===== src/rtl/recursive_sine_oscillator_bank_top_macros.svh =====
// assertion macros shared by the oscillator bank modules
`ifndef RECURSIVE_SINE_OSCILLATOR_BANK_TOP_MACROS_SVH
`define RECURSIVE_SINE_OSCILLATOR_BANK_TOP_MACROS_SVH

// property holds at every clock edge outside reset
`define RSOB_ASSERT(lbl, clk, rst_n, prop, msg) \
    lbl: assert property (@(posedge clk) disable iff (!rst_n) prop) \
        else $error(msg);

// consequent holds in the cycle after the trigger
`define RSOB_ASSERT_NEXT(lbl, clk, rst_n, trig, cons, msg) \
    lbl: assert property (@(posedge clk) disable iff (!rst_n) (trig) |=> (cons)) \
        else $error(msg);

`endif


===== src/rtl/rsob_pkg.sv =====
// shared types, constants and saturation helper of the oscillator bank
package rsob_pkg;

    localparam int Q_W     = 24;
    localparam int GAIN_W  = 16;
    localparam int IDX_W   = 7;
    localparam int PROD_W  = 2 * Q_W;
    localparam int GPROD_W = Q_W + GAIN_W;
    localparam int ROUND_Q = 22;
    localparam int ROUND_G = 15;
    localparam int RND_W   = PROD_W - ROUND_Q;
    localparam int DIFF_W  = RND_W + 1;
    localparam int TERM_W  = GPROD_W - ROUND_G;

    localparam logic signed [31:0] Q_MAX = 32'sd8388607;
    localparam logic signed [31:0] Q_MIN = -32'sd8388608;

    localparam logic signed [PROD_W-1:0]  RND_Q = 48'sd2097152;
    localparam logic signed [GPROD_W-1:0] RND_G = 40'sd16384;

    // request codes
    localparam logic REQ_LOAD = 1'b0;
    localparam logic REQ_TICK = 1'b1;

    typedef struct packed {
        logic signed [Q_W-1:0]    coeff;
        logic signed [Q_W-1:0]    prev;
        logic signed [Q_W-1:0]    cur;
        logic signed [GAIN_W-1:0] gain;
    } t_osc_word;

    typedef struct packed {
        logic clear_we;
        logic load_req;
        logic issue;
        logic acc_clr;
        logic out_load;
    } t_dp_cmd;

    typedef struct packed {
        logic pipe_busy;
    } t_dp_sts;

    typedef struct packed {
        logic signed [Q_W-1:0] value;
        logic                  hit;
    } t_sat;

    function automatic t_sat sat_q(input logic signed [31:0] v);
        t_sat r;
        r.hit = 1'b1;
        if (v > Q_MAX) begin
            r.value = Q_MAX[Q_W-1:0];
        end else if (v < Q_MIN) begin
            r.value = Q_MIN[Q_W-1:0];
        end else begin
            r.value = v[Q_W-1:0];
            r.hit   = 1'b0;
        end
        return r;
    endfunction

endpackage


===== src/rtl/rsob_ctrl.sv =====
// sequencer for store clearing, loads and tick sweeps
module rsob_ctrl import rsob_pkg::*; #(
    parameter int NUM_OSC = 128,
    localparam int AW = (NUM_OSC > 1) ? $clog2(NUM_OSC) : 1
) (
    input  logic          i_clk,
    input  logic          i_rst_n,
    input  logic          i_in_valid,
    input  logic          i_req_type,
    input  logic          i_out_ready,
    input  t_dp_sts       i_sts,
    output logic          o_in_ready,
    output logic          o_out_valid,
    output t_dp_cmd       o_cmd,
    output logic [AW-1:0] o_addr
);

`include "recursive_sine_oscillator_bank_top_macros.svh"

    localparam logic [AW-1:0] LAST = AW'(NUM_OSC - 1);

    typedef enum logic [1:0] {
        S_CLEAR,
        S_IDLE,
        S_ISSUE,
        S_DRAIN
    } t_state;

    t_state        r_state, n_state;
    logic [AW-1:0] r_cnt, n_cnt;
    logic          r_out_valid, n_out_valid;
    logic          n_accept;

    always_comb begin
        n_state     = r_state;
        n_cnt       = r_cnt;
        o_cmd       = '0;
        n_accept    = i_in_valid && (r_state == S_IDLE);
        unique case (r_state)
            S_CLEAR: begin
                o_cmd.clear_we = 1'b1;
                if (r_cnt == LAST) begin
                    n_state = S_IDLE;
                    n_cnt   = '0;
                end else begin
                    n_cnt = r_cnt + 1'b1;
                end
            end
            S_IDLE: begin
                if (n_accept) begin
                    if (i_req_type == REQ_TICK) begin
                        o_cmd.acc_clr = 1'b1;
                        n_state       = S_ISSUE;
                        n_cnt         = '0;
                    end else begin
                        o_cmd.load_req = 1'b1;
                    end
                end
            end
            S_ISSUE: begin
                o_cmd.issue = 1'b1;
                if (r_cnt == LAST) begin
                    n_state = S_DRAIN;
                    n_cnt   = '0;
                end else begin
                    n_cnt = r_cnt + 1'b1;
                end
            end
            S_DRAIN: begin
                if (!i_sts.pipe_busy && (!r_out_valid || i_out_ready)) begin
                    o_cmd.out_load = 1'b1;
                    n_state        = S_IDLE;
                end
            end
            default: begin
                n_state = S_IDLE;
            end
        endcase
        if (o_cmd.out_load) begin
            n_out_valid = 1'b1;
        end else if (i_out_ready) begin
            n_out_valid = 1'b0;
        end else begin
            n_out_valid = r_out_valid;
        end
    end

    always_ff @(posedge i_clk) begin
        if (!i_rst_n) begin
            r_state     <= S_CLEAR;
            r_cnt       <= '0;
            r_out_valid <= 1'b0;
        end else begin
            r_state     <= n_state;
            r_cnt       <= n_cnt;
            r_out_valid <= n_out_valid;
        end
    end

    assign o_in_ready  = (r_state == S_IDLE);
    assign o_out_valid = r_out_valid;
    assign o_addr      = r_cnt;

    `RSOB_ASSERT(a_out_slot_free, i_clk, i_rst_n,
        (o_cmd.out_load |-> (!r_out_valid || i_out_ready)),
        "new sample would overwrite one not yet taken")
    `RSOB_ASSERT_NEXT(a_tick_starts_sweep, i_clk, i_rst_n,
        (i_in_valid && o_in_ready && i_req_type == REQ_TICK),
        (r_state == S_ISSUE && r_cnt == '0),
        "tick did not start the sweep at oscillator zero")
    `RSOB_ASSERT(a_idle_pipe_empty, i_clk, i_rst_n,
        ((r_state == S_IDLE) |-> !i_sts.pipe_busy),
        "pipeline busy while the sequencer is idle")

endmodule


===== config.mk =====
export PLATFORM = sky130hd
export DESIGN_NAME = rsob_ctrl
export DESIGN_NICKNAME = d
export VERILOG_FILES = /design/src/rtl/rsob_pkg.sv /design/src/rtl/rsob_ctrl.sv
export VERILOG_INCLUDE_DIRS = /design/src /design/src/rtl
export SDC_FILE = /design/constraint.sdc
export NUM_CORES = 1
export LEC_CHECK = 0
export ABC_AREA = 1
export BUFFER_PORTS_ARGS = -buffer_cell sky130_fd_sc_hd__buf_4
export CAP_MARGIN = 25
export CORE_MARGIN = 3
export CORE_UTILIZATION = 49
export DETAILED_ROUTE_END_ITERATION = 12
export HOLD_SLACK_MARGIN = 0.1
export PLACE_DENSITY = 0.76
export RECOVER_POWER = 50
export SLEW_MARGIN = 40
export SYNTH_ARGS = -nofsm -noshare
export SYNTH_HDL_FRONTEND = slang
export SYNTH_SLANG_ARGS = --single-unit
export TNS_END_PERCENT = 20

===== constraint.sdc =====
create_clock -name i_clk -period 1.4 [get_ports i_clk]
set_input_delay 0.42 -clock i_clk [delete_from_list [all_inputs] [get_ports i_clk]]
set_output_delay 0.42 -clock i_clk [all_outputs]
set_load 0.01 [all_outputs]

==> flow_metrics.tcl <==
set metrics [dict create \
    outcome "finished with violations" \
    violations "setup timing" \
    final_layout_size_suffix_gt1_share_pct 40.6 \
    n_antenna_cell 0 \
    cts_tree "yes" \
    min_from "i_rst_n" \
    start_kind "register" \
    grt_overflow_total 0 \
    p_leak_nw 0.460 \
    ys_seq_elements 10 \
    grt.total_usage_pct 21.8 \
    hold_violations 0 \
    syn-cell-area_sq_um 681 \
    drc_errors 0 \
    insertion_delay_ps 270 \
    finalNetCount 142 \
    min_period_ps 1570 \
    cts_buffers 3 \
    path_buf_inv 3 \
    vias_per_cell 5.04 \
    die_area_sq_um 1870 \
    crit_path_max_fanout 5 \
    worstPathRequired_ps 980 \
    instances_no_fill 142 \
    ios 20 \
    worstPathArrival_ps 1150 \
    cts_sinks 10 \
    die_x_um 43.3 \
    drt_iter0_markers 14 \
    syn_avg_cell_area_sq_um 6.88 \
    r2r-start "r_state[1]" \
    final_max_slew_viol_count 0 \
    first_pass_iters 4 \
    grt_max_degree 7 \
    antenna_found_initial 0 \
    post-place-ws_ps -0.926 \
    rows 12 \
    grt_pass1_vias 662 \
    path_class "reg2out" \
    wl_mm 1.76 \
    initial_core_util_pct 56.7 \
    skew_ps 3.67 \
    cp_cell_sequence "inv_2 > ha_4 > nand3_2 > inv_2 > buf_6" \
    yosysTopAreaCell "dfxtp_1" \
    ff_latch_area_sq_um 203 \
    port_buffers 19 \
    post-dp-hpwl_mm 1.15 \
    synthCells 99 \
    placed_cells 135 \
    cts_buffer_depth 2 \
    rsz0062_at_grt "true" \
    finalSetupViolations 10 \
    mostFrequentLayoutCells "nand2_1, buf_4, nor2_1" \
    cpPeakStageDelay_ps 350 \
    power_mw 1.82 \
    worst_pin_slew_ps 227 \
    critPathSlowestCell "dfxtp_2" \
    ant_nets 0 \
    syn2layout_area_growth_pct 40.6 \
    ys_types 21 \
    vias 716 \
    n_fill_cell 83 \
    coreArea_sq_um 1200 \
    period_share_pct 112 \
    cp_common_cell "inv_2" \
    fmaxAchievable_ghz 0.637 \
    endpoint_kind "output pin" \
    ys_warn_count 0 \
    fp.dieH_um 43.3 \
    slew_headroom_pct 84.8 \
    clk_pin_slew_ps 60 \
    synth_top_area_share_pct 29.4 \
    hp-class "in2reg" \
    crit_start "r_state[1]" \
    worst_slack_ps -170 \
    cts-root-buf "clkbuf_4" \
    synthTopCellsByArea "dfxtp_1, nand2_1, ha_1" \
    mappedNetlistNets 111 \
    yosysSeqAreaShare_pct 29.4 \
    vdd_drop_max_mv 1.20 \
    cap_violations 0 \
    p_per_area_nw_per_um2 1900 \
    grt_pass1_wl_mm 2.91 \
    multi_input_area_sq_um 445 \
    htreeDepth 1 \
    place_congestion 0.755 \
    avgRoutedWirePerCell_um 12.4 \
    path_delay_family "flip-flops" \
]
flip-flops by register name, indices dropped and copies added (netlist names):
| signal | cells |
|---|---|
| r_state | 2 |
| o_addr | 7 |
| o_out_valid | 1 |
worst paths after layout:
check,end,slack [ps],cells after the start
setup / recovery,o_cmd[1],-170,5
hold / removal,o_out_valid,400,3
setup reg to reg,o_addr[2],-80,9
hold reg to reg,o_addr[6],500,2
worst reg2reg max path, delay by kind of cell (launching register included):
kind,cells,cell delay [ps]
simple gates,2,140
fa+ha+maj,1,170
compound gates,1,100
buf+inv,5,620
flops,1,350
stage by stage:
step	setup TNS (ps)	cell area [sq um]	utilization (%)	hold slack [ps]
finish	-941	957	79.7	396
global route	-1870	957	79.7	399
CTS	-671	966	80.4	402
detailed placement	-0.926	863	71.9	499
global placement	0	863	71.9	489
floorplan	0	681	-	497
cell type report:
cell class | count | area share [%]
inverter | 17 | 6.93
clock buffer | 3 | 2.35
timing repair buffer | 27 | 21.2
multi-input combinational | 71 | 46.5
tap | 14 | 1.83
sequential | 10 | 21.2
logic make-up after synthesis:
group,Yosys count,synth area share (%)
AND/OR/NAND/NOR,57,41.7
flip-flops,10,29.4
AO/OA/AOI/OAI,8,6.98
adder cells (fa/ha/maj),6,11.0
buffers and inverters,18,10.8
where the power goes:
part | leakage [nW] | internal, mW | switching (mW)
combinational | 0.364 | 0.503 | 0.704
sequential | 0.0820 | 0.349 | 0.0682
clock | 0.0138 | 0.0993 | 0.0966
total | 0.460 | 0.951 | 0.869
Yosys cell counts, drive strengths merged:
cell,number
nor2,19
a21oi,4
or2,1
ha,6
nand3b,1
o21ai,4
dfxtp,10
buf,1
inv,17
nand2,27
nand3,9
timing repair:
action	4_1_cts	5_1_grt
buffers inserted	4	0
resized for setup	14	3
endpoints found under the setup margin	6	15
hold buffers	0	0
pin swaps	3	1
hold endpoints to repair	0	0
per-layer routing:
layer | routed length, um | share of wire (%) | GRT usage (%)
met5 | 0 | 0 | 0
met4 | 47 | 2.7 | 15.1
met3 | 130 | 7.4 | 8.05
met2 | 877 | 50 | 34.2
met1 | 700 | 40 | 23.9
No activity file was read; power rests on OpenSTA's default activity.
